==> config.mk <==
export PLATFORM = sky130hd
export DESIGN_NAME = smm_back
export DESIGN_NICKNAME = d
export VERILOG_FILES = /design/src/hw/rtl/smm_pkg.sv /design/src/hw/rtl/smm_back.sv
export SDC_FILE = /design/constraint.sdc
export NUM_CORES = 2
export LEC_CHECK = 0
export ABC_AREA = 0
export BUFFER_PORTS_ARGS = -buffer_cell sky130_fd_sc_hd__buf_2
export CAP_MARGIN = 0
export CORE_MARGIN = 3
export CORE_UTILIZATION = 40
export CTS_CLUSTER_DIAMETER = 120
export CTS_CLUSTER_SIZE = 40
export DETAILED_ROUTE_END_ITERATION = 10
export PLACE_DENSITY = 0.59
export SETUP_SLACK_MARGIN = 0.02
export SYNTH_ARGS = -nofsm -noshare
export SYNTH_HDL_FRONTEND = slang
export SYNTH_SLANG_ARGS = --single-unit
==> constraint.sdc <==
create_clock -name clk -period 73.3 [get_ports clk]
set_clock_uncertainty 0.2 [all_clocks]
set_input_delay 7.33 -clock clk [delete_from_list [all_inputs] [get_ports clk]]
set_output_delay 7.33 -clock clk [all_outputs]
set_load 0.02 [all_outputs]
==> src/hw/rtl/smm_pkg.sv <==
// smm_pkg: shared types and constants of the stick-to-motor mixer.
// Used by smm_front, smm_queue, smm_back and stick_to_motor_mixer.
package smm_pkg;

	localparam int REG_IDX_W = 3;
	localparam int BAND_W = 10;
	localparam int QUEUE_DEPTH = 4;

	typedef enum logic [REG_IDX_W-1:0] {
		REG_THROTTLE_FLOOR = 3'd0,
		REG_LIFT_MIN       = 3'd1,
		REG_LIFT_MAX       = 3'd2,
		REG_PITCH_MIN      = 3'd3,
		REG_PITCH_MAX      = 3'd4,
		REG_YAW_MIN        = 3'd5,
		REG_YAW_MAX        = 3'd6,
		REG_DEAD_BAND      = 3'd7
	} smm_reg_t;

	localparam logic [15:0] RST_FLOOR = 16'd1000;
	localparam logic [15:0] RST_MIN = 16'd1000;
	localparam logic [15:0] RST_MAX = 16'd2000;
	localparam logic [BAND_W-1:0] RST_BAND = 10'd50;

	// up: lift above band, dn: lift below band, dz: zero divisor, neg: negative quotient
	typedef struct packed {
		logic up;
		logic dn;
		logic dz;
		logic neg;
	} smm_ctl_t;

endpackage

==> src/hw/rtl/smm_back.sv <==
// smm_back: restoring divide pipeline, one quotient bit per stage, then clamp and output.
// Depends on smm_pkg; takes items from smm_queue.
module smm_back import smm_pkg::*; #(
	parameter int P = 12
) (
	input  logic           clk,
	input  logic           arst_n,
	input  logic           op_valid,
	output logic           op_ready,
	input  smm_ctl_t       op_ctl,
	input  logic [2*P-1:0] op_prod,
	input  logic [P-1:0]   op_dmag,
	input  logic [P-1:0]   op_base,
	input  logic [5*P-1:0] op_pass,
	output logic           drive_valid,
	input  logic           drive_ready,
	output logic [8*P-1:0] drives
);

	localparam int ND = 2 * P;

	logic           v_s    [ND];
	smm_ctl_t       ctl_s  [ND];
	logic [P-1:0]   rem_s  [ND];
	logic [2*P-1:0] num_s  [ND];
	logic [P-1:0]   d_s    [ND];
	logic [P-1:0]   base_s [ND];
	logic [5*P-1:0] pass_s [ND];

	logic           src_v    [ND];
	smm_ctl_t       src_ctl  [ND];
	logic [P-1:0]   src_rem  [ND];
	logic [2*P-1:0] src_num  [ND];
	logic [P-1:0]   src_d    [ND];
	logic [P-1:0]   src_base [ND];
	logic [5*P-1:0] src_pass [ND];
	logic [P:0]     trial    [ND];
	logic           ge       [ND];

	logic adv;
	logic v_out_q;
	logic [8*P-1:0] out_q;

	assign adv = !v_out_q || drive_ready;
	assign op_ready = adv;

	always_comb begin
		src_v[0]    = op_valid;
		src_ctl[0]  = op_ctl;
		src_rem[0]  = '0;
		src_num[0]  = op_prod;
		src_d[0]    = op_dmag;
		src_base[0] = op_base;
		src_pass[0] = op_pass;
		for (int k = 1; k < ND; k++) begin
			src_v[k]    = v_s[k-1];
			src_ctl[k]  = ctl_s[k-1];
			src_rem[k]  = rem_s[k-1];
			src_num[k]  = num_s[k-1];
			src_d[k]    = d_s[k-1];
			src_base[k] = base_s[k-1];
			src_pass[k] = pass_s[k-1];
		end
		for (int k = 0; k < ND; k++) begin
			trial[k] = {src_rem[k], src_num[k][2*P-1]};
			ge[k] = trial[k] >= {1'b0, src_d[k]};
		end
	end

	always_ff @(posedge clk or negedge arst_n) begin
		if (!arst_n) begin
			for (int k = 0; k < ND; k++) v_s[k] <= 1'b0;
		end else if (adv) begin
			for (int k = 0; k < ND; k++) v_s[k] <= src_v[k];
		end
	end

	always_ff @(posedge clk) begin
		if (adv) begin
			for (int k = 0; k < ND; k++) begin
				ctl_s[k]  <= src_ctl[k];
				rem_s[k]  <= ge[k] ? P'(trial[k] - {1'b0, src_d[k]}) : trial[k][P-1:0];
				num_s[k]  <= {src_num[k][2*P-2:0], ge[k]};
				d_s[k]    <= src_d[k];
				base_s[k] <= src_base[k];
				pass_s[k] <= src_pass[k];
			end
		end
	end

	smm_ctl_t       fctl;
	logic [2*P-1:0] quo;
	logic [P-1:0]   base, scaled, lift_d, anti_d;
	logic [P+2:0]   sum;
	logic           ovf;

	always_comb begin
		fctl = ctl_s[ND-1];
		quo  = num_s[ND-1];
		base = base_s[ND-1];
		ovf  = |quo[2*P-1:P+1];
		sum  = fctl.neg ? (P+3)'(base) - (P+3)'(quo[P:0]) : (P+3)'(base) + (P+3)'(quo[P:0]);
		if (ovf) begin
			scaled = fctl.neg ? '0 : {P{1'b1}};
		end else if (sum[P+2]) begin
			scaled = '0;
		end else if (|sum[P+1:P]) begin
			scaled = {P{1'b1}};
		end else begin
			scaled = sum[P-1:0];
		end
		if (fctl.dz) scaled = base;
		lift_d = fctl.up ? scaled : base;
		anti_d = fctl.dn ? scaled : base;
	end

	always_ff @(posedge clk or negedge arst_n) begin
		if (!arst_n) begin
			v_out_q <= 1'b0;
		end else if (adv) begin
			v_out_q <= v_s[ND-1];
		end
	end

	// pass order from low bits: thrust, left yaw, right yaw, pitch up, pitch down
	always_ff @(posedge clk) begin
		if (adv) begin
			out_q <= {pass_s[ND-1][5*P-1:P], anti_d, anti_d, lift_d, pass_s[ND-1][P-1:0]};
		end
	end

	assign drive_valid = v_out_q;
	assign drives = out_q;

`ifndef SYNTHESIS
	a_last_to_out: assert property (@(posedge clk) disable iff (!arst_n)
		v_s[ND-1] && adv |=> v_out_q)
		else $error("divide result lost before output register");
`endif

endmodule
==> impl_metrics.env <==
export IMPL_synthesis_nets=5906
export IMPL_clk_pin_slew_ps=130
export IMPL_cts_buffers=91
export IMPL_cts_setup_buffers=0
export IMPL_grt_antenna_before_repair=1
export IMPL_p_seq_share_pct=59.2
export IMPL_clock_power_share_pct=13.5
export IMPL_r2r_cells=10
export IMPL_synthFlopType="edfxtp_1"
export IMPL_ys_ff_latch=3061
export IMPL_postRouteAntennaNets=0
export IMPL_synth_area_sq_um=109000
export IMPL_start_util_pct=40.2
export IMPL_crit_end="op_ready"
export IMPL_p_per_area_nw_per_um2=45.8
export IMPL_clk_path_buf_depth=3
export IMPL_slowest_stage="clkinvlp_4"
export IMPL_synth_area_leader_cell="edfxtp_1"
export IMPL_final_instance_count_excl_fill=9367
export IMPL_synth_top_area_share_pct=83.5
export IMPL_grt_overflow_total=0
export IMPL_fin_nets=6200
export IMPL_cp_depth=4
export IMPL_io_buffers=213
export IMPL_p_int_w=0.00382
export IMPL_finalSetupViolations=0
export IMPL_worstPathCellList="buf_2, nor2b_2, clkinvlp_4, buf_2"
export IMPL_htreeDepth=3
export IMPL_synth_distinct_cells=66
export IMPL_drtIter0Drc=3481
export IMPL_r2r_start="drive_valid"
export IMPL_wl_um=144000
export IMPL_cap_violations=0
export IMPL_dp_cells=9235
export IMPL_cts_tree="done"
export IMPL_rsz0062_at_grt="no"
export IMPL_switching_share_pct=29.0
export IMPL_drcViolationCount=0
export IMPL_hold_viol=0
export IMPL_outcome="completed"
export IMPL_grt_usage_pct=10.1
export IMPL_arrival_ps=9800
export IMPL_cp_end_kind="output pin"
export IMPL_min_period_ps=17330
export IMPL_dieWidth_um=528
export IMPL_grt_pass1_vias=44434
export IMPL_ys_seq_area_share_pct=84.1
export IMPL_critPathTopFamily="buffers and inverters"
export IMPL_yosysWarnings=0
export IMPL_maxSlewViolCount=0
export IMPL_p_comb_share_pct=27.3
export IMPL_synthArstFlopShare_pct=0.817
export IMPL_fmax_mhz=57.7
export IMPL_cts_hold_buf=0
export IMPL_dr_pass1_iters=5
export IMPL_detailed_place_hpwl_um=89600
export IMPL_synth_area_per_cell_sq_um=20.0
export IMPL_clock_latency_ps=790
export IMPL_regArea_sq_um=91800
export IMPL_dr_total_vias=43663
export IMPL_clockRootBuffer="clkbuf_16"
export IMPL_wl_per_cell_um=15.3
export IMPL_core_sq_um=271000
export IMPL_synthCells=5464
export IMPL_p_leak_nw=42.1
export IMPL_post_route_period_util_pct=23.6
export IMPL_io_pins=214
export IMPL_grt_max_degree=175
export IMPL_die_area_sq_um=279000
export IMPL_mostFrequentLayoutCells="edfxtp_1 (3036), inv_1 (475), ha_1 (302)"
export IMPL_relSlewSlack_pct=16.6
export IMPL_n_fill_cell=23156
export IMPL_vias_per_cell=4.66
export IMPL_drive_gt1_share_pct=10.4
export IMPL_cp_common_cell="buf_2"
export IMPL_required_ps=65770
export IMPL_peakVddDrop_uv=24.6
export IMPL_finalSetupTns_ps=0
export IMPL_fp_row_count=191
export IMPL_place_gp_congestion=0.849
export IMPL_cp_buffers_inverters=3
export IMPL_netSwitchingPower_w=0.00156
export IMPL_multi_input_area_sq_um=15200
export IMPL_synth_edff_count=3036
export IMPL_mostFrequentLayoutCell="edfxtp_1"
export IMPL_hold_class="flop to flop"
export IMPL_synth_area_leaders="edfxtp_1 (84%), ha_1 (3.5%), mux2_2 (1.9%)"
export IMPL_path_class="input port to output pin"
export IMPL_startpoint="drive_ready"
export IMPL_cts_sinks=3061
export IMPL_reg2reg_to="pass_s[0][43]"
export IMPL_worst_pin_slew_ps=1250
export IMPL_syn_to_final_growth_pct=7.67
export IMPL_start_kind="input port"
export IMPL_critPathMaxStageDelay_ps=960
export IMPL_path_max_fanout=26
export IMPL_grt_pass1_wl_um=232000
export IMPL_chipHeight_um=528
export IMPL_cts_resized=0
export IMPL_reg2reg_slack_ps=65460
worst min-delay path by stage:
stage	from	to	slack (ps)	cells past startpoint
floorplan	base_s[0][0]	base_s[0][12]	200	0
global placement	pass_s[10][29]	pass_s[11][29]	200	0
detailed placement	base_s[0][3]	base_s[0][15]	200	0
CTS	pass_s[6][52]	pass_s[7][52]	190	0
global route	pass_s[10][41]	pass_s[11][41]	210	0
finish	pass_s[10][41]	pass_s[11][41]	200	0
metrics by stage:
stage / setup WS [ps] / total power, W / hold slack [ps] / area (sq um) / utilization, %
4_1_cts: 55770 / 0.00547 / 191 / 117000 / 43.3
3_5_place_dp: 55770 / 0.00472 / 205 / 115000 / 42.3
5_1_grt: 55710 / 0.00575 / 210 / 117000 / 43.3
3_3_place_gp: 55850 / 0.00465 / 200 / 115000 / 42.3
6_report: 55970 / 0.00538 / 203 / 117000 / 43.3
2_1_floorplan: 18430 / 0.00507 / 200 / 109000 / -
logic make-up after synthesis:
kind of cell    share of synthesized area [%]
compound gates                           3.45
xor+xnor                                 1.55
fa+ha+maj                                3.90
buf+inv                                  1.91
flops                                    84.1
mux                                      2.52
simple gates                             2.55
synthesized netlist by cell type (10+ instances only):
cell type,n
buf_4,13
nand3b_1,16
a21o_1,90
o21bai_1,19
mux2_2,187
or3_1,27
clkbuf_1,12
edfxtp_1,3036
buf_2,23
a31oi_1,18
fa_1,24
inv_1,476
xor2_1,55
nor2_1,115
nand4_1,35
or2_2,18
o31a_1,16
ha_1,302
a21oi_1,152
mux2i_1,63
o21a_1,21
nor3_1,31
nor2b_1,65
a311oi_1,12
dfrtp_1,25
o22ai_1,15
o21ai_0,88
a2111oi_0,10
a21boi_0,13
o31ai_1,18
xnor2_1,138
nand3_1,36
a211oi_1,36
nor4_1,35
nand2_1,117
nor3b_1,14
nand2b_1,13
worst reg2reg max path, stage by stage (launching register included):
cell and delay [ps]:
dfrtp_1 390, nor2b_2 340, clkinvlp_4 490, buf_4 680
buf_12 550, buf_4 1130, buf_12 680, buf_12 730
buf_4 660, buf_4 780, buf_4 810
power by group through the flow:
| stage | clock network (W) | logic [W] | registers (W) |
|---|---|---|---|
| after CTS | 0.000777 | 0.00149 | 0.00320 |
| after detailed placement | 0 | 0.00148 | 0.00325 |
| after floorplan | 0 | 0.00113 | 0.00393 |
| after global placement | 0 | 0.00143 | 0.00322 |
| after global routing | 0.000832 | 0.00165 | 0.00326 |
| final | 0.000728 | 0.00147 | 0.00318 |
flip-flops by register name, summed over array words and instances, names as in the netlist, 23 cells and up:
register / cells
rem_s: 276
drives: 84
src_v: 23
ctl_s: 96
pass_s: 1440
num_s: 576
base_s: 288
d_s: 276
layout make-up:
| class | instances | area share [%] |
|---|---|---|
| Sequential cell | 3061 | 78.1 |
| Multi-Input combinational cell | 1872 | 13.0 |
| Tap cell | 3570 | 3.80 |
| Clock buffer | 105 | 1.98 |
| Inverter | 479 | 1.54 |
| Timing Repair Buffer | 253 | 1.23 |
| Clock inverter | 26 | 0.348 |
| Antenna cell | 1 | 0.00213 |
routing by layer:
layer  vias up  share of wire (%)  global-route usage [%]
met3       199                3.1                    1.38
met5         -                  0                       0
met4         0                2.6                    3.30
met1     21660                 43                    12.6
met2       513                 51                    17.9
li1      21291                  -                       -
(Power assumes the default switching activity.)
