File: src/hw/rtl/smm_pkg.sv
// smm_pkg: shared types and constants of the stick-to-motor mixer.
// Used by smm_front, smm_queue, smm_back and stick_to_motor_mixer.
package smm_pkg;

	localparam int REG_IDX_W = 3;
	localparam int BAND_W = 10;
	localparam int QUEUE_DEPTH = 4;

	typedef enum logic [REG_IDX_W-1:0] {
		REG_THROTTLE_FLOOR = 3'd0,
		REG_LIFT_MIN       = 3'd1,
		REG_LIFT_MAX       = 3'd2,
		REG_PITCH_MIN      = 3'd3,
		REG_PITCH_MAX      = 3'd4,
		REG_YAW_MIN        = 3'd5,
		REG_YAW_MAX        = 3'd6,
		REG_DEAD_BAND      = 3'd7
	} smm_reg_t;

	localparam logic [15:0] RST_FLOOR = 16'd1000;
	localparam logic [15:0] RST_MIN = 16'd1000;
	localparam logic [15:0] RST_MAX = 16'd2000;
	localparam logic [BAND_W-1:0] RST_BAND = 10'd50;

	// up: lift above band, dn: lift below band, dz: zero divisor, neg: negative quotient
	typedef struct packed {
		logic up;
		logic dn;
		logic dz;
		logic neg;
	} smm_ctl_t;

endpackage

File: src/hw/rtl/smm_queue.sv
// smm_queue: short register FIFO between the front and the divide pipeline.
// Depends on smm_pkg for its depth.
module smm_queue import smm_pkg::*; #(
	parameter int W = 112
) (
	input  logic         clk,
	input  logic         arst_n,
	input  logic         push_valid,
	output logic         push_ready,
	input  logic [W-1:0] push_data,
	output logic         pop_valid,
	input  logic         pop_ready,
	output logic [W-1:0] pop_data
);

	localparam int PTR_W = $clog2(QUEUE_DEPTH);
	localparam int CNT_W = $clog2(QUEUE_DEPTH + 1);

	logic [W-1:0]     entry_q [QUEUE_DEPTH];
	logic [PTR_W-1:0] wr_ptr_q, rd_ptr_q;
	logic [CNT_W-1:0] count_q;
	logic             push, pop;

	assign push_ready = count_q != CNT_W'(QUEUE_DEPTH);
	assign pop_valid  = count_q != '0;
	assign push       = push_valid && push_ready;
	assign pop        = pop_valid && pop_ready;
	assign pop_data   = entry_q[rd_ptr_q];

	always_ff @(posedge clk or negedge arst_n) begin
		if (!arst_n) begin
			wr_ptr_q <= '0;
			rd_ptr_q <= '0;
			count_q  <= '0;
		end else begin
			if (push) wr_ptr_q <= PTR_W'(wr_ptr_q + 1'b1);
			if (pop) rd_ptr_q <= PTR_W'(rd_ptr_q + 1'b1);
			case ({push, pop})
				2'b10:   count_q <= count_q + 1'b1;
				2'b01:   count_q <= count_q - 1'b1;
				default: count_q <= count_q;
			endcase
		end
	end

	always_ff @(posedge clk) begin
		if (push) entry_q[wr_ptr_q] <= push_data;
	end

`ifndef SYNTHESIS
	a_count_range: assert property (@(posedge clk) disable iff (!arst_n)
		count_q <= CNT_W'(QUEUE_DEPTH))
		else $error("queue count out of range");
	a_count_up: assert property (@(posedge clk) disable iff (!arst_n)
		push && !pop |=> count_q == $past(count_q) + 1'b1)
		else $error("queue count missed a push");
`endif

endmodule

File: config.mk
export PLATFORM = sky130hd
export DESIGN_NAME = smm_queue
export DESIGN_NICKNAME = d
export VERILOG_FILES = /design/src/hw/rtl/smm_pkg.sv /design/src/hw/rtl/smm_queue.sv
export SDC_FILE = /design/constraint.sdc
export NUM_CORES = 1
export LEC_CHECK = 0
export BUFFER_PORTS_ARGS = -buffer_cell sky130_fd_sc_hd__clkbuf_2
export CAP_MARGIN = 40
export CORE_MARGIN = 2
export CORE_UTILIZATION = 57
export DETAILED_ROUTE_END_ITERATION = 8
export PLACE_DENSITY = 0.82
export SLEW_MARGIN = 15
export SYNTH_ARGS = -nofsm -noshare
export SYNTH_HDL_FRONTEND = slang
export SYNTH_SLANG_ARGS = --single-unit
File: constraint.sdc
create_clock -name clk -period 3.6 [get_ports clk]
set_input_delay 0.18 -clock clk [delete_from_list [all_inputs] [get_ports clk]]
set_output_delay 0.18 -clock clk [all_outputs]
set_load 0.03 [all_outputs]
==> results of run 1 <==
## cell usage after synthesis
| master | number | area, um^2 |
|---|---|---|
| edfxtp_1 | 448 | 13500 |
| mux4_2 | 112 | 2520 |
| buf_2 | 14 | 70.1 |
| buf_6 | 7 | 78.8 |
| dfrtp_1 | 7 | 175 |
| inv_1 | 6 | 22.5 |
| clkbuf_1 | 5 | 18.8 |
| ha_1 | 5 | 62.6 |
| and3_2 | 4 | 30.0 |
| xnor2_1 | 3 | 26.3 |
| xor2_1 | 3 | 26.3 |
| and2_4 | 1 | 8.76 |
| fa_1 | 1 | 20.0 |
| mux2_4 | 1 | 15.0 |
| mux2i_1 | 1 | 10.0 |
| nand2_1 | 1 | 3.75 |
| nor2_1 | 1 | 3.75 |
| o31a_2 | 1 | 10.0 |
| or3_2 | 1 | 7.51 |
| or3b_4 | 1 | 11.3 |
## power groups by stage
stage                     logic, mW  clock network [mW]  registers (mW)
after floorplan                4.50                   0            7.29
after global placement         6.13                   0            7.37
after detailed placement       6.18                   0            7.44
after CTS                      6.32                4.56            7.35
after global routing           6.58                4.75            7.43
final                          6.25                4.49            7.33
## worst min-delay path by stage
| stage | endpoint | slack (ns) | cells past startpoint |
|---|---|---|---|
| floorplan | count_q[0] | -0.12 | 0 |
| global placement | count_q[0] | 0.03 | 1 |
| detailed placement | wr_ptr_q[1] | 0.03 | 1 |
| CTS | wr_ptr_q[0] | 0.02 | 3 |
| global route | wr_ptr_q[0] | 0.05 | 3 |
| finish | wr_ptr_q[0] | 0.07 | 3 |
## layout make-up
cell class	count	area, um^2	share of cell area (%)
Multi-Input combinational cell	136	2770	13.3
Antenna cell	6	15.0	0.0718
Tap cell	384	480	2.30
Sequential cell	455	13600	65.2
Timing Repair Buffer	366	2550	12.2
Clock buffer	53	1130	5.43
Clock inverter	26	289	1.38
Inverter	6	22.5	0.108
## cell families after synthesis
kind of cell / Yosys count / synth area share (%)
compound gates: 1 / 0.0604
xor+xnor: 6 / 0.317
fa+ha+maj: 6 / 0.498
buf+inv: 32 / 1.15
flops: 455 / 82.2
mux: 114 / 15.4
simple gates: 9 / 0.392
## per-layer routing
metal	GRT usage (%)	wire length, um
met5	0	0
met4	5.94	634
met3	5.16	2620
met2	36.2	16300
met1	30.3	13300
## critical path: stages (launching register included)
cell,delay (ns)
dfrtp_4,0.78
buf_12,0.40
mux4_2,0.59
clkbuf_2,0.20
## registers in the layout (all words and copies together), names as in the netlist
name,count
count_q,3
wr_ptr_q,2
rd_ptr_q,2
entry_q,448
## timing repair
item / CTS / global route
endpoints found under the hold margin: 456 / 0
setup endpoints to repair: 0 / 0
setup buffers: 0 / 0
hold buffers: 116 / 0
==> impl_results.md, run 1 <==
- Reg clk slew, reported paths: 0.06 ns
- R2R Setup Slk: 1.34 ns
- First DRT Iteration DRCs: 620
- Routed wire length: 32900 um
- CTS Buf Count: 44
- Initial DRT Pass Iterations: 5
- Fin crit share: 76.3%
- Dpl hpwl: 19300 um
- Bufs on Longest Clock Path: 3
- Total power: 18.1 mW
- Setup violators final: 0
- Worst vdd ir: 603 uV
- Crit path launch: rd_ptr_q[0]
- Yosys cell types: 20
- Vias per inst: 5.64
- Seq/Total Area, Yosys: 82.2%
- Core area: 28700 um^2
- Netlist Area Pre-Place: 16600 um^2
- Worst Setup EP: pop_data[111]
- Setup_tns: 0 ns
- Worst Tran Pin Value: 0.776 ns
- CTS resizes: 0
- Crit path arrival time: 2.57 ns
- P_int: 11.9 mW
- Data required, critical path: 3.42 ns
- FMAX: 0.364 GHz
- Hold Violations, Final: 0
- Core Util, Final: 72.8%
- Share of layout cells above drive strength 1: 42.0%
- Max-cap violation count: 0
- Reg power frac: 40.6%
- Sink Count: 455
- Combinational group share of total power: 34.6%
- CTS tree: done
- Sw Pwr: 6.18 mW
- Tmin final: 2.75 ns
- Global-route wire length before repair: 50000 um
- Synth Register Bits: 455
- PwrDens: 864 nW/um^2
- Status: complete, no violations
- Crit. End Element: output pin
- Initial core utilization: 57.8%
- LEAKAGE: 7.31 nW
- Setup slack after layout: 0.853 ns
- Setup slack at placement: 1.35 ns
- Hold slack: 0.0698 ns
- GRT Overall Usage: 22.0%
- Sw frac: 34.2%
- Clk_skew: 0.0227 ns
- Placed instance area: 18300 um^2
- Antenna violations before repair: 4
- WS Path Type: reg -> out
- Vias: 8072
- Most frequent cells in the layout: 448 x edfxtp_1, 229 x clkbuf_2, 116 x dlygate4sd3_1
- DRC: 0
- CP Max Fanout: 45
- Final #Nets: 1131
- Die Y: 175 um
- Worst reg2reg path depth: 9
- H-tree depth: 2
- Hold Crit Class: in -> reg
- RSZ-0062 raised after global routing: false
- Max_slew headroom: 48.3%
- Vias in the first global route: 8617
- Mapped Nets: 745
- Die width: 175 um
- FP Rows: 62
- Root Buffer Master: clkbuf_16
- Antenna viol nets, final: 0
- Fin cells: 1432
- PortBufs: 229
- CP Launch Type: flip-flop
- Synthesis-to-layout area growth: 26.1%
- Cell total after placement: 1231
- Clk_lat worst skew: 0.55 ns
- Full die area: 30500 um^2
- Reg-to-Reg End: count_q[2]
- Slew Limit Fails: 0
- Cells after Synth: 623
- Final GP Congestion: 0.691
- Boundary pin count: 230
- Hold Path Origin: push_valid
- Total gr overflow: 0
- Most common cell after layout, fill and taps aside: edfxtp_1
- Avg Inst Size Synth: 26.6 um^2
- Fillers: 1618
- Final Cell Area: 20900 um^2
- Worst R2R Start: count_q[0]
- Largest net degree at the start of global routing: 71
- Clock power share: 24.8%
- WL/cell: 23.0 um
- Synth warn: 0
Note: power is estimated with default switching activity, not from simulation.
==> inputs of run 2 (changes only) <==
--- a/config.mk
+++ b/config.mk
@@ -8,9 +8,9 @@
 export BUFFER_PORTS_ARGS = -buffer_cell sky130_fd_sc_hd__clkbuf_2
 export CAP_MARGIN = 40
 export CORE_MARGIN = 2
-export CORE_UTILIZATION = 57
+export CORE_UTILIZATION = 51
 export DETAILED_ROUTE_END_ITERATION = 8
-export PLACE_DENSITY = 0.82
+export PLACE_DENSITY = 0.78
 export SLEW_MARGIN = 15
 export SYNTH_ARGS = -nofsm -noshare
 export SYNTH_HDL_FRONTEND = slang
==> constraint.sdc (replaced) <==
create_clock -name clk -period 2.28 [get_ports clk]
set_input_delay 0.114 -clock clk [delete_from_list [all_inputs] [get_ports clk]]
set_output_delay 0.114 -clock clk [all_outputs]
set_load 0.03 [all_outputs]
==> run 2 against run 1 <==
Compared with the run above: utilization down 6.0 points; highest routed layer is now met5; largest cell class unchanged; combinational power increased by 81%; via count shrank 0.83%.
==> impl_results.md, run 2 (same netlist as run 1, synthesis figures left out) <==
- Status: complete, no violations
- PwrDens: 1390 nW/um^2
- Worst reg2reg path depth: 9
- Boundary pin count: 230
- Crit. End Element: output pin
- Reg-to-Reg End: count_q[2]
- First DRT Iteration DRCs: 557
- Combinational group share of total power: 37.7%
- Core area: 32300 um^2
- Crit path launch: rd_ptr_q[0]
- Clk_lat worst skew: 0.53 ns
- Placed instance area: 18400 um^2
- Worst Setup EP: pop_data[46]
- Setup violators final: 0
- GRT Overall Usage: 19.7%
- Reg clk slew, reported paths: 0.06 ns
- Share of layout cells above drive strength 1: 42.1%
- Vias in the first global route: 8748
- Clock power share: 23.9%
- Most frequent cells in the layout: 448 x edfxtp_1, 183 x clkbuf_2, 116 x dlygate4sd3_1
- Sink Count: 455
- Largest register FFs: 448
- LEAKAGE: 7.54 nW
- CTS tree: done
- Hold Crit Class: in -> reg
- Fin crit share: 96.3%
- Hold slack: 0.331 ns
- Die Y: 184 um
- Initial DRT Pass Iterations: 5
- Global-route wire length before repair: 49900 um
- H-tree depth: 2
- Worst R2R Start: count_q[1]
- Antenna viol nets, final: 0
- Total gr overflow: 0
- Final Cell Area: 21600 um^2
- CP Max Fanout: 16
- Final #Nets: 1140
- Largest register by flop count: entry_q
- Reg power frac: 38.4%
- Initial core utilization: 51.3%
- Hold Violations, Final: 0
- CTS Buf Count: 45
- CP Launch Type: flip-flop
- DRC: 0
- Max_slew headroom: 63.4%
- Clk_skew: 0.00951 ns
- Largest regs: entry_q x448, count_q x3
- Crit path arrival time: 2.08 ns
- Slew Limit Fails: 0
- P_int: 20.0 mW
- Data required, critical path: 2.17 ns
- Vias: 8005
- FP Rows: 66
- Antenna violations before repair: 6
- Sw Pwr: 9.94 mW
- Root Buffer Master: clkbuf_16
- R2R Setup Slk: 0.14 ns
- PortBufs: 229
- Sw frac: 33.2%
- Routed wire length: 33600 um
- Die width: 184 um
- Largest net degree at the start of global routing: 83
- FMAX: 0.456 GHz
- Synthesis-to-layout area growth: 30.1%
- WL/cell: 22.5 um
- Dpl hpwl: 17700 um
- Bufs on Longest Clock Path: 3
- Tmin final: 2.19 ns
- Full die area: 34000 um^2
- Max-cap violation count: 0
- Most common cell after layout, fill and taps aside: edfxtp_1
- WS Path Type: reg -> out
- Worst vdd ir: 894 uV
- Worst Tran Pin Value: 0.548 ns
- Final GP Congestion: 0.704
- Vias per inst: 5.34
run 2: metrics by stage:
stage	setup slack, ns	TNS, ns	cells	utilization [%]	power (mW)
after floorplan	-0.301	-134.65	623	-	18.6
after global placement	0.134	0	1286	57.0	21.3
after detailed placement	0.106	0	1286	57.0	21.5
after CTS	-0.0489	-0.440	1485	66.3	29.8
after global routing	-0.00338	-0.00338	1498	66.8	31.2
final	0.0854	0	1498	66.8	29.9
run 2: layout make-up:
| class | count | area (um^2) |
|---|---|---|
| clock buffer | 58 | 1220 |
| antenna | 3 | 7.51 |
| inverter | 6 | 22.5 |
| clock inverter | 24 | 226 |
| multi-input combinational | 136 | 2770 |
| timing repair buffer | 374 | 3140 |
| fill | 1975 | 10700 |
| tap | 442 | 553 |
| sequential | 455 | 13600 |
run 2: metal layers:
layer | vias up | part of all wire [%] | GRT usage, %
met4 | 6 | 1.7 | 5.12
met1 | 4181 | 39 | 24.5
met5 | - | 0.11 | 0
met2 | 267 | 52 | 34.1
li1 | 3501 | - | -
met3 | 50 | 7.3 | 5.91
run 2: worst min-delay path by stage:
stage / from / to / slack, ns / cells after the start
final: push_data[45] / entry_q[2][45] / 0.33 / 2
after global routing: push_data[36] / entry_q[2][36] / 0.32 / 2
after CTS: push_data[45] / entry_q[2][45] / 0.31 / 2
after detailed placement: arst_n / wr_ptr_q[0] / -0.03 / 1
after global placement: arst_n / wr_ptr_q[0] / -0.04 / 1
after floorplan: arst_n / count_q[0] / -0.18 / 0
run 2: critical path: stages, from the launching register on:
cell	delay [ns]
dfrtp_4	0.42
buf_12	0.16
buf_16	0.19
mux4_2	0.56
clkbuf_2	0.21
run 2: timing repair:
item                       CTS  global route
hold endpoints to repair   458             0
gates cloned                 1             4
hold buffers               116             0
gates resized for setup     88             1
pin swaps                    0             3
buffers inserted             0             6
setup endpoints to repair   55           112
run 2: power groups by stage:
stage	logic (mW)	registers (mW)	clock network (mW)
finish	11.3	11.5	7.17
CTS	10.9	11.6	7.30
global route	11.9	11.6	7.65
global placement	9.73	11.6	0
floorplan	7.11	11.5	0
detailed placement	9.78	11.7	0
