$ cat src/hw/rtl/smm_pkg.sv
// smm_pkg: shared types and constants of the stick-to-motor mixer.
// Used by smm_front, smm_queue, smm_back and stick_to_motor_mixer.
package smm_pkg;

	localparam int REG_IDX_W = 3;
	localparam int BAND_W = 10;
	localparam int QUEUE_DEPTH = 4;

	typedef enum logic [REG_IDX_W-1:0] {
		REG_THROTTLE_FLOOR = 3'd0,
		REG_LIFT_MIN       = 3'd1,
		REG_LIFT_MAX       = 3'd2,
		REG_PITCH_MIN      = 3'd3,
		REG_PITCH_MAX      = 3'd4,
		REG_YAW_MIN        = 3'd5,
		REG_YAW_MAX        = 3'd6,
		REG_DEAD_BAND      = 3'd7
	} smm_reg_t;

	localparam logic [15:0] RST_FLOOR = 16'd1000;
	localparam logic [15:0] RST_MIN = 16'd1000;
	localparam logic [15:0] RST_MAX = 16'd2000;
	localparam logic [BAND_W-1:0] RST_BAND = 10'd50;

	// up: lift above band, dn: lift below band, dz: zero divisor, neg: negative quotient
	typedef struct packed {
		logic up;
		logic dn;
		logic dz;
		logic neg;
	} smm_ctl_t;

endpackage

$ cat src/hw/rtl/smm_front.sv
// smm_front: configuration registers, stick classification and divide operands.
// Depends on smm_pkg; feeds smm_queue.
module smm_front import smm_pkg::*; #(
	parameter int P = 12,
	parameter int CW = 12
) (
	input  logic                 clk,
	input  logic                 arst_n,
	input  logic                 cfg_we,
	input  logic [REG_IDX_W-1:0] cfg_index,
	input  logic [CW-1:0]        cfg_data,
	input  logic                 stick_valid,
	output logic                 stick_ready,
	input  logic                 armed,
	input  logic [P-1:0]         throttle_stick,
	input  logic [P-1:0]         lift_stick,
	input  logic [P-1:0]         pitch_stick,
	input  logic [P-1:0]         yaw_stick,
	output logic                 op_valid,
	input  logic                 op_ready,
	output smm_ctl_t             op_ctl,
	output logic [2*P-1:0]       op_prod,
	output logic [P-1:0]         op_dmag,
	output logic [P-1:0]         op_base,
	output logic [P-1:0]         op_thrust,
	output logic [P-1:0]         op_left_yaw,
	output logic [P-1:0]         op_right_yaw,
	output logic [P-1:0]         op_pitch_up,
	output logic [P-1:0]         op_pitch_down
);

	localparam int BW = ((P > BAND_W) ? P : BAND_W) + 1;

	logic [P-1:0]      floor_q, lift_min_q, lift_max_q, pitch_min_q, pitch_max_q;
	logic [P-1:0]      yaw_min_q, yaw_max_q;
	logic [BAND_W-1:0] band_q;

	function automatic logic [2*P-1:0] pair_drive(input logic [P-1:0] stick,
		input logic [P-1:0] lo, input logic [P-1:0] hi, input logic [BAND_W-1:0] band);
		logic [P:0]   sum;
		logic [P-1:0] mid;
		logic [BW-1:0] s_w, m_w, b_w;
		logic [P+2:0] v;
		logic [P-1:0] above, below;
		sum = {1'b0, lo} + {1'b0, hi};
		mid = sum[P:1];
		s_w = BW'(stick);
		m_w = BW'(mid);
		b_w = BW'(band);
		above = lo;
		below = lo;
		if (s_w > m_w + b_w) begin
			v = (((P+3)'(stick) - (P+3)'(mid)) << 1) + (P+3)'(lo);
			above = (|v[P+2:P]) ? {P{1'b1}} : v[P-1:0];
		end else if (s_w + b_w < m_w) begin
			v = (((P+3)'(mid) - (P+3)'(stick)) << 1) + (P+3)'(lo);
			below = (|v[P+2:P]) ? {P{1'b1}} : v[P-1:0];
		end
		return {above, below};
	endfunction

	always_ff @(posedge clk or negedge arst_n) begin
		if (!arst_n) begin
			floor_q     <= RST_FLOOR[P-1:0];
			lift_min_q  <= RST_MIN[P-1:0];
			lift_max_q  <= RST_MAX[P-1:0];
			pitch_min_q <= RST_MIN[P-1:0];
			pitch_max_q <= RST_MAX[P-1:0];
			yaw_min_q   <= RST_MIN[P-1:0];
			yaw_max_q   <= RST_MAX[P-1:0];
			band_q      <= RST_BAND;
		end else if (cfg_we) begin
			case (smm_reg_t'(cfg_index))
				REG_THROTTLE_FLOOR: floor_q <= cfg_data[P-1:0];
				REG_LIFT_MIN:       lift_min_q <= cfg_data[P-1:0];
				REG_LIFT_MAX:       lift_max_q <= cfg_data[P-1:0];
				REG_PITCH_MIN:      pitch_min_q <= cfg_data[P-1:0];
				REG_PITCH_MAX:      pitch_max_q <= cfg_data[P-1:0];
				REG_YAW_MIN:        yaw_min_q <= cfg_data[P-1:0];
				REG_YAW_MAX:        yaw_max_q <= cfg_data[P-1:0];
				REG_DEAD_BAND:      band_q <= cfg_data[BAND_W-1:0];
				default: ;
			endcase
		end
	end

	logic [P:0]     lsum;
	logic [P-1:0]   lmid;
	logic [BW-1:0]  lift_w, lmid_w, band_w;
	smm_ctl_t       ctl_d;
	logic [P-1:0]   off_d, smag_d, dmag_d;
	logic           sneg, dneg;
	logic [2*P-1:0] yaw_pair, pitch_pair;

	always_comb begin
		lsum = {1'b0, lift_min_q} + {1'b0, lift_max_q};
		lmid = lsum[P:1];
		lift_w = BW'(lift_stick);
		lmid_w = BW'(lmid);
		band_w = BW'(band_q);
		sneg = lift_min_q > lift_max_q;
		smag_d = sneg ? lift_min_q - lift_max_q : lift_max_q - lift_min_q;
		ctl_d.up = armed && (lift_w > lmid_w + band_w);
		ctl_d.dn = armed && (lift_w + band_w < lmid_w);
		off_d = '0;
		dneg = 1'b0;
		dmag_d = '0;
		if (ctl_d.up) begin
			off_d = lift_stick - lmid;
			dneg = lmid > lift_max_q;
			dmag_d = dneg ? lmid - lift_max_q : lift_max_q - lmid;
		end else if (ctl_d.dn) begin
			off_d = lmid - lift_stick;
			dneg = lift_min_q > lmid;
			dmag_d = dneg ? lift_min_q - lmid : lmid - lift_min_q;
		end
		ctl_d.dz = dmag_d == '0;
		ctl_d.neg = sneg ^ dneg;
		yaw_pair = pair_drive(yaw_stick, yaw_min_q, yaw_max_q, band_q);
		pitch_pair = pair_drive(pitch_stick, pitch_min_q, pitch_max_q, band_q);
	end

	logic           v_s1;
	smm_ctl_t       ctl_s1;
	logic [P-1:0]   off_s1, smag_s1, dmag_s1, base_s1, thr_s1, ly_s1, ry_s1, pu_s1, pd_s1;
	logic           take;

	assign stick_ready = !v_s1 || op_ready;
	assign take = stick_valid && stick_ready;

	always_ff @(posedge clk or negedge arst_n) begin
		if (!arst_n) begin
			v_s1 <= 1'b0;
		end else if (take) begin
			v_s1 <= 1'b1;
		end else if (op_ready) begin
			v_s1 <= 1'b0;
		end
	end

	always_ff @(posedge clk) begin
		if (take) begin
			ctl_s1  <= ctl_d;
			off_s1  <= off_d;
			smag_s1 <= smag_d;
			dmag_s1 <= dmag_d;
			base_s1 <= armed ? lift_min_q : floor_q;
			thr_s1  <= armed ? throttle_stick : floor_q;
			ly_s1   <= armed ? yaw_pair[P-1:0] : floor_q;
			ry_s1   <= armed ? yaw_pair[2*P-1:P] : floor_q;
			pu_s1   <= armed ? pitch_pair[P-1:0] : floor_q;
			pd_s1   <= armed ? pitch_pair[2*P-1:P] : floor_q;
		end
	end

	assign op_valid      = v_s1;
	assign op_ctl        = ctl_s1;
	assign op_prod       = (2*P)'(off_s1) * (2*P)'(smag_s1);
	assign op_dmag       = dmag_s1;
	assign op_base       = base_s1;
	assign op_thrust     = thr_s1;
	assign op_left_yaw   = ly_s1;
	assign op_right_yaw  = ry_s1;
	assign op_pitch_up   = pu_s1;
	assign op_pitch_down = pd_s1;

`ifndef SYNTHESIS
	a_hold_stalled: assert property (@(posedge clk) disable iff (!arst_n)
		v_s1 && !op_ready |=> v_s1 && $stable(off_s1) && $stable(dmag_s1))
		else $error("front stage dropped a stalled item");
`endif

endmodule

$ cat config.mk
export PLATFORM = sky130hd
export DESIGN_NAME = smm_front
export DESIGN_NICKNAME = d
export VERILOG_FILES = /design/src/hw/rtl/smm_pkg.sv /design/src/hw/rtl/smm_front.sv
export SDC_FILE = /design/constraint.sdc
export NUM_CORES = 1
export LEC_CHECK = 0
export BUFFER_PORTS_ARGS = -buffer_cell sky130_fd_sc_hd__buf_2
export CAP_MARGIN = 20
export CORE_MARGIN = 2
export CORE_UTILIZATION = 55
export CTS_CLUSTER_DIAMETER = 150
export DETAILED_ROUTE_END_ITERATION = 8
export GPL_TIMING_DRIVEN = 1
export PLACE_DENSITY = 0.79
export SYNTH_ARGS = -nofsm -noshare
export SYNTH_HDL_FRONTEND = slang
export SYNTH_SLANG_ARGS = --single-unit
$ cat constraint.sdc
create_clock -name clk -period 13.24 [get_ports clk]
set_input_delay 2.648 -clock clk [delete_from_list [all_inputs] [get_ports clk]]
set_output_delay 2.648 -clock clk [all_outputs]
set_load 0.005 [all_outputs]
==> impl_metrics.ini, run 1 <==
[cells_and_area]
fin_nets = 3684
fillers = 4105
drive_gt1_share_pct = 13.10
areaGrowthSynthToFinish_pct = 8.507

[hold_path]
hold_end = floor_q[11]$_DFFE_PN0P_
min-delay-path-class = flip-flop to flip-flop
hold_start = floor_q[11]$_DFFE_PN0P_
hold_depth = 1

[synthesis]
synth_top_cell_by_area = ha_1
ys.flop_type = edfxtp_1
ys_ff_latch = 207
synth_edf_count = 112
synthArstFlopShare_pct = 45.89
netlist_top_cells_count = 409 x ha_1, 291 x inv_1, 262 x nand2_1
synth_top_area_share_pct = 19.49
ys_seq_area_share_pct = 22.08
synthesis.area_um2 = 26250
syn-mean-instance-area_um2 = 8.884
syn-num-nets = 3558
synth_most_common_cell = ha_1
syn_inst = 2955
synth_warnings = 0
synth_area_leaders = ha_1 19%, edfxtp_1 13%, fa_1 9.5%
synthDistinctLibCells = 86

[timing]
fin_crit_sh_pct = 69.29
period_needed_ps = 9174
hold_viol_final = 0
fmax_mhz = 109.0
slew_violations = 0
tightest_slew_ps = 1109
slew_headroom_pct = 25.88
fin_tns_setup_ps = 0
setup_viol_count_final = 0
rsz0062_at_grt = false
finClkSkew_ps = 23.61

[clock_network]
cts_sinks = 207
clock_path_buffers = 3
cts_inserted_buffers = 24
ctsResizeCount = 0
htreeDepth = 1
postCtsHoldBufs = 0
cts_tree = yes
clockRootBuffer = clkbuf_16
clk-insertion-delay-late_ps = 560
post_cts_buffers = 0
clkSlewWorstSetupHoldPaths_ps = 60

[critical_path]
worst-r2r-cell-count = 26
end_kind = output port
crit_path_start_kind = flip-flop
cp_data_required_time_ps = 10590
r2r_end = off_s1[2]$_DFFE_PP_
critical_path_class = flip-flop to output port
ff2ff_setup_slack_ps = 5290
worst-path-max-fanout = 12
r2r_start = lift_min_q[1]$_DFFE_PN0P_
worstSetupStartpoint = off_s1[5]$_DFFE_PP_
arrival_ps = 6530

[drt]
highest_layer = met4
drc = 0
finalWirelength_um = 78970
dr.pass1.iters = 6
num_vias = 22740
met2_length_um = 36330
routedLengthMet1_um = 33120
wl_met3_um = 5131
viasPerCell = 6.119
antenna_left = 0
routedWlPerCell_um = 21.24
drt_iter0_markers = 1600

[global_route]
grt_pass1_vias = 22750
grt_pass1_wl_um = 125100
antenna_found_initial = 1
grt_max_degree = 81
overflow = 0
groute.usage.overall_pct = 31.85

[status]
outcome = finished, final reports clean

[die]
dieWidth_um = 222.5
core_um2 = 47450
die_h_um = 222.5
initial_core_util_pct = 55.33
die_area_um2 = 49500
num_rows = 80
io_pins = 183

[placed_design]
dp_hpwl_um = 62860
gp_congestion = 0.9901
portBuffers = 182

[job]
drv_cap = 0
==> layer usage <==
layer	vias to the layer above	track usage, %
met5	-	0
met4	0	16.54
met3	193	4.126
met2	861	52.23
met1	11050	41.32
li1	10640	-
==> logic make-up (layout without fill, tap and decap cells) <==
family | count (synthesis) | after routing | synth area share, %
AO/OA/AOI/OAI | 752 | 752 | 18.57
XOR/XNOR | 195 | 195 | 6.506
adder cells (fa/ha/maj) | 534 | 534 | 29.02
buffers and inverters | 398 | 542 | 5.767
flip-flops | 207 | 207 | 22.08
multiplexers | 97 | 97 | 4.075
other | 0 | 3 | 0
AND/OR/NAND/NOR | 772 | 772 | 13.97
==> worst max-delay path: stages, from the launching register on <==
cell and delay (ps):
edfxtp_1 640, nand2_1 150, fa_1 550, inv_1 50, fa_1 410, fa_1 480
fa_1 570, fa_1 430, ha_1 330, o21ai_0 90, a21oi_1 80, o41ai_1 720
o2111ai_1 260, a31oi_1 340, nor2b_1 90, o21a_1 190, o41a_1 330, xor2_1 150
buf_2 120
==> stage by stage <==
step	hold WS (ps)	util (%)	instance area (µm²)	instances	worst slack, ps
after floorplan	481.1	-	26250	2955	5288
after global placement	489.1	58.40	27710	3668	4754
after global routing	533.0	60.02	28480	3714	3675
after detailed placement	496.8	58.44	27730	3670	4640
final	512.6	60.04	28490	3717	4066
after CTS	510.4	60.02	28480	3714	4040
==> how the worst max path moves through the flow <==
| stage | end | slack, ps | cells after the start |
|---|---|---|---|
| floorplan | op_prod[23] | 5290 | 21 |
| global placement | op_prod[22] | 4750 | 18 |
| detailed placement | op_prod[22] | 4640 | 22 |
| CTS | op_prod[22] | 4040 | 18 |
| global route | op_prod[22] | 3680 | 18 |
| finish | op_prod[22] | 4070 | 18 |
==> layout by cell type, fill, tap and decap left out, types with 7 or more instances in the layout <==
master,instances
mux2i_1,18
a21boi_0,7
buf_4,22
xor2_1,47
nor2b_1,41
o21ai_1,8
and3_1,11
xnor2_1,148
a211oi_1,16
nor2_1,175
dfrtp_1,50
nor3_1,55
o31ai_1,14
o211ai_1,29
mux2_2,77
o21ai_0,165
fa_1,125
ha_1,409
dfstp_2,45
nand2_1,262
or2_2,8
and2_1,70
o21a_1,42
nand4_1,14
a21o_1,77
a21oi_1,201
a221oi_1,9
nand2b_1,32
nand3_1,55
o221ai_1,22
edfxtp_1,112
or3_1,10
o21bai_1,38
a31oi_1,24
buf_2,181
a221o_1,9
clkbuf_16,24
o41ai_1,9
inv_1,290
==> final cells by class <==
cell class / instances / area [µm²] / area share (%)
multi-input combinational: 2350 / 18970 / 66.60
sequential: 207 / 5797 / 20.35
inverter: 294 / 1106 / 3.883
timing repair buffer: 204 / 1082 / 3.799
tap: 615 / 769.5 / 2.701
clock buffer: 29 / 640.6 / 2.249
clock inverter: 15 / 111.4 / 0.3909
antenna: 3 / 7.507 / 0.02635
Power of run 1 is not shown: default switching activity piles up to over one toggle a cycle in this logic, so the estimate is an artifact.
==> inputs of run 2 (changes only) <==
==> constraint.sdc (replaced) <==
create_clock -name clk -period 9.6 [get_ports clk]
set_input_delay 1.92 -clock clk [delete_from_list [all_inputs] [get_ports clk]]
set_output_delay 1.92 -clock clk [all_outputs]
set_load 0.005 [all_outputs]
==> impl_metrics.ini, run 2 (synthesis gave the netlist of run 1 again) <==
[status]
outcome = finished, final reports clean

[die]
num_rows = 80
die_area_um2 = 49500
core_um2 = 47450
die_h_um = 222.5
dieWidth_um = 222.5
io_pins = 183
initial_core_util_pct = 55.33

[critical_path]
arrival_ps = 6590
critPathCapture = op_prod[22]
end_kind = output port
crit_path_start_kind = flip-flop
r2r_end = off_s1[2]$_DFFE_PP_
cp_data_required_time_ps = 7680
ff2ff_setup_slack_ps = 2070
r2r_start = lift_min_q[1]$_DFFE_PN0P_
critical_path_class = flip-flop to output port
path_cells = nand2_1 -> fa_1 -> inv_1 -> fa_1 -> fa_1 -> fa_1 -> fa_1 -> ha_1 -> o21ai_0 -> a21oi_1 -> o41ai_1 -> o2111ai_1 -> a31oi_1 -> nor2b_1 -> o21a_1 -> o41a_1 -> xor2_1 -> buf_2
slowest_stage = o41ai_1
worst-path-max-fanout = 12
cpMostUsedCell = fa_1
cp_slowest_stage_delay_ps = 700
worst-r2r-cell-count = 26
worstSetupStartpoint = off_s1[5]$_DFFE_PP_

[clock_network]
cts_tree = yes
clockRootBuffer = clkbuf_16
ctsResizeCount = 0
clk-insertion-delay-late_ps = 570
post_cts_buffers = 0
htreeDepth = 1
clock_path_buffers = 3
postCtsHoldBufs = 0
cts_sinks = 207
cts_inserted_buffers = 26
clkSlewWorstSetupHoldPaths_ps = 60

[cells_and_area]
final_cell_mix = 409 x ha_1, 290 x inv_1, 262 x nand2_1
final_common_cell = ha_1
finalNonFillerCells = 3724
finalInstanceArea_um2 = 28650
areaGrowthSynthToFinish_pct = 9.122
fin_nets = 3689
drive_gt1_share_pct = 13.20

[timing]
slew_headroom_pct = 31.81
rsz0062_at_grt = false
slew_violations = 0
finClkSkew_ps = 14.51
fin_tns_setup_ps = 0
tightest_slew_ps = 1021
hold_viol_final = 0
setup_viol_count_final = 0
fmax_mhz = 117.5
period_needed_ps = 8511
fin_crit_sh_pct = 88.66

[drt]
dr.pass1.iters = 6
drt_iter0_markers = 1562
drc = 0
num_vias = 22840
viasPerCell = 6.134
routedWlPerCell_um = 21.80
finalWirelength_um = 81170
antenna_left = 0

[placed_design]
dp.cells = 3672
placed_area_um2 = 27740
gp_congestion = 0.9762
portBuffers = 182
dp_hpwl_um = 64040

[hold_path]
min-delay-path-class = flip-flop to flip-flop

[global_route]
overflow = 0
grtUsageMet3_pct = 4.840
antenna_found_initial = 5
use_met2_pct = 53.78
grt_pass1_vias = 23060
met1_usage_pct = 41.16
groute.usage.overall_pct = 32.37
grt-busiest-layer = met2
grt_pass1_wl_um = 126100
grt_max_degree = 69

[job]
drv_cap = 0
run 2: cell types whose count changed in the layout (fill, tap and decap cells not counted), sizes merged:
cell / before / now
clkinv: 10 / 6
clkbuf: 29 / 39
inv: 299 / 297
buf: 204 / 207
run 2: metal layers:
layer / vias to the layer above / share of wire, %
met2: 973 / 46
met5: - / 0.034
met1: 10990 / 41
li1: 10650 / -
met3: 228 / 7.2
met4: 4 / 5.6
run 2: cell type report:
cell class	count	area, µm²
Antenna cell	3	7.507
Clock buffer	39	800.8
Clock inverter	9	90.09
Fill cell	4150	18800
Inverter	294	1106
Multi-Input combinational cell	2350	18970
Sequential cell	207	5797
Tap cell	615	769.5
Timing Repair Buffer	207	1105
run 2: how the worst min path moves through the flow:
| stage | start | slack, ps | to | depth (start not counted) |
|---|---|---|---|---|
| after detailed placement | floor_q[4]$_DFFE_PN0P_ | 500 | floor_q[4]$_DFFE_PN0P_ | 1 |
| final | floor_q[4]$_DFFE_PN0P_ | 510 | floor_q[4]$_DFFE_PN0P_ | 1 |
| after global placement | floor_q[10]$_DFFE_PN0P_ | 490 | floor_q[10]$_DFFE_PN0P_ | 1 |
| after global routing | floor_q[4]$_DFFE_PN0P_ | 520 | floor_q[4]$_DFFE_PN0P_ | 1 |
| after CTS | floor_q[4]$_DFFE_PN0P_ | 510 | floor_q[4]$_DFFE_PN0P_ | 1 |
| after floorplan | floor_q[2]$_DFFE_PN0P_ | 480 | floor_q[2]$_DFFE_PN0P_ | 1 |
run 2: through the flow:
| stage | setup WS (ps) | hold slack, ps | util, % |
|---|---|---|---|
| finish | 1089 | 510.8 | 60.38 |
| global route | 702.9 | 518.3 | 60.37 |
| CTS | 1056 | 509.7 | 60.35 |
| detailed placement | 1655 | 496.2 | 58.47 |
| global placement | 1830 | 489.7 | 58.45 |
| floorplan | 2376 | 481.1 | - |
run 2: worst max-delay path: cells and delay by family (launching register included):
kind                       cells  cell delay (ps)
adders and majority gates      6             2820
AOI/OAI and AO/OA              7             2020
DFF                            1              640
and+or+nand+nor                2              250
buffers and inverters          2              180
xor gates and xnor gates       1              140
Power of run 2 is left out for the same reason.
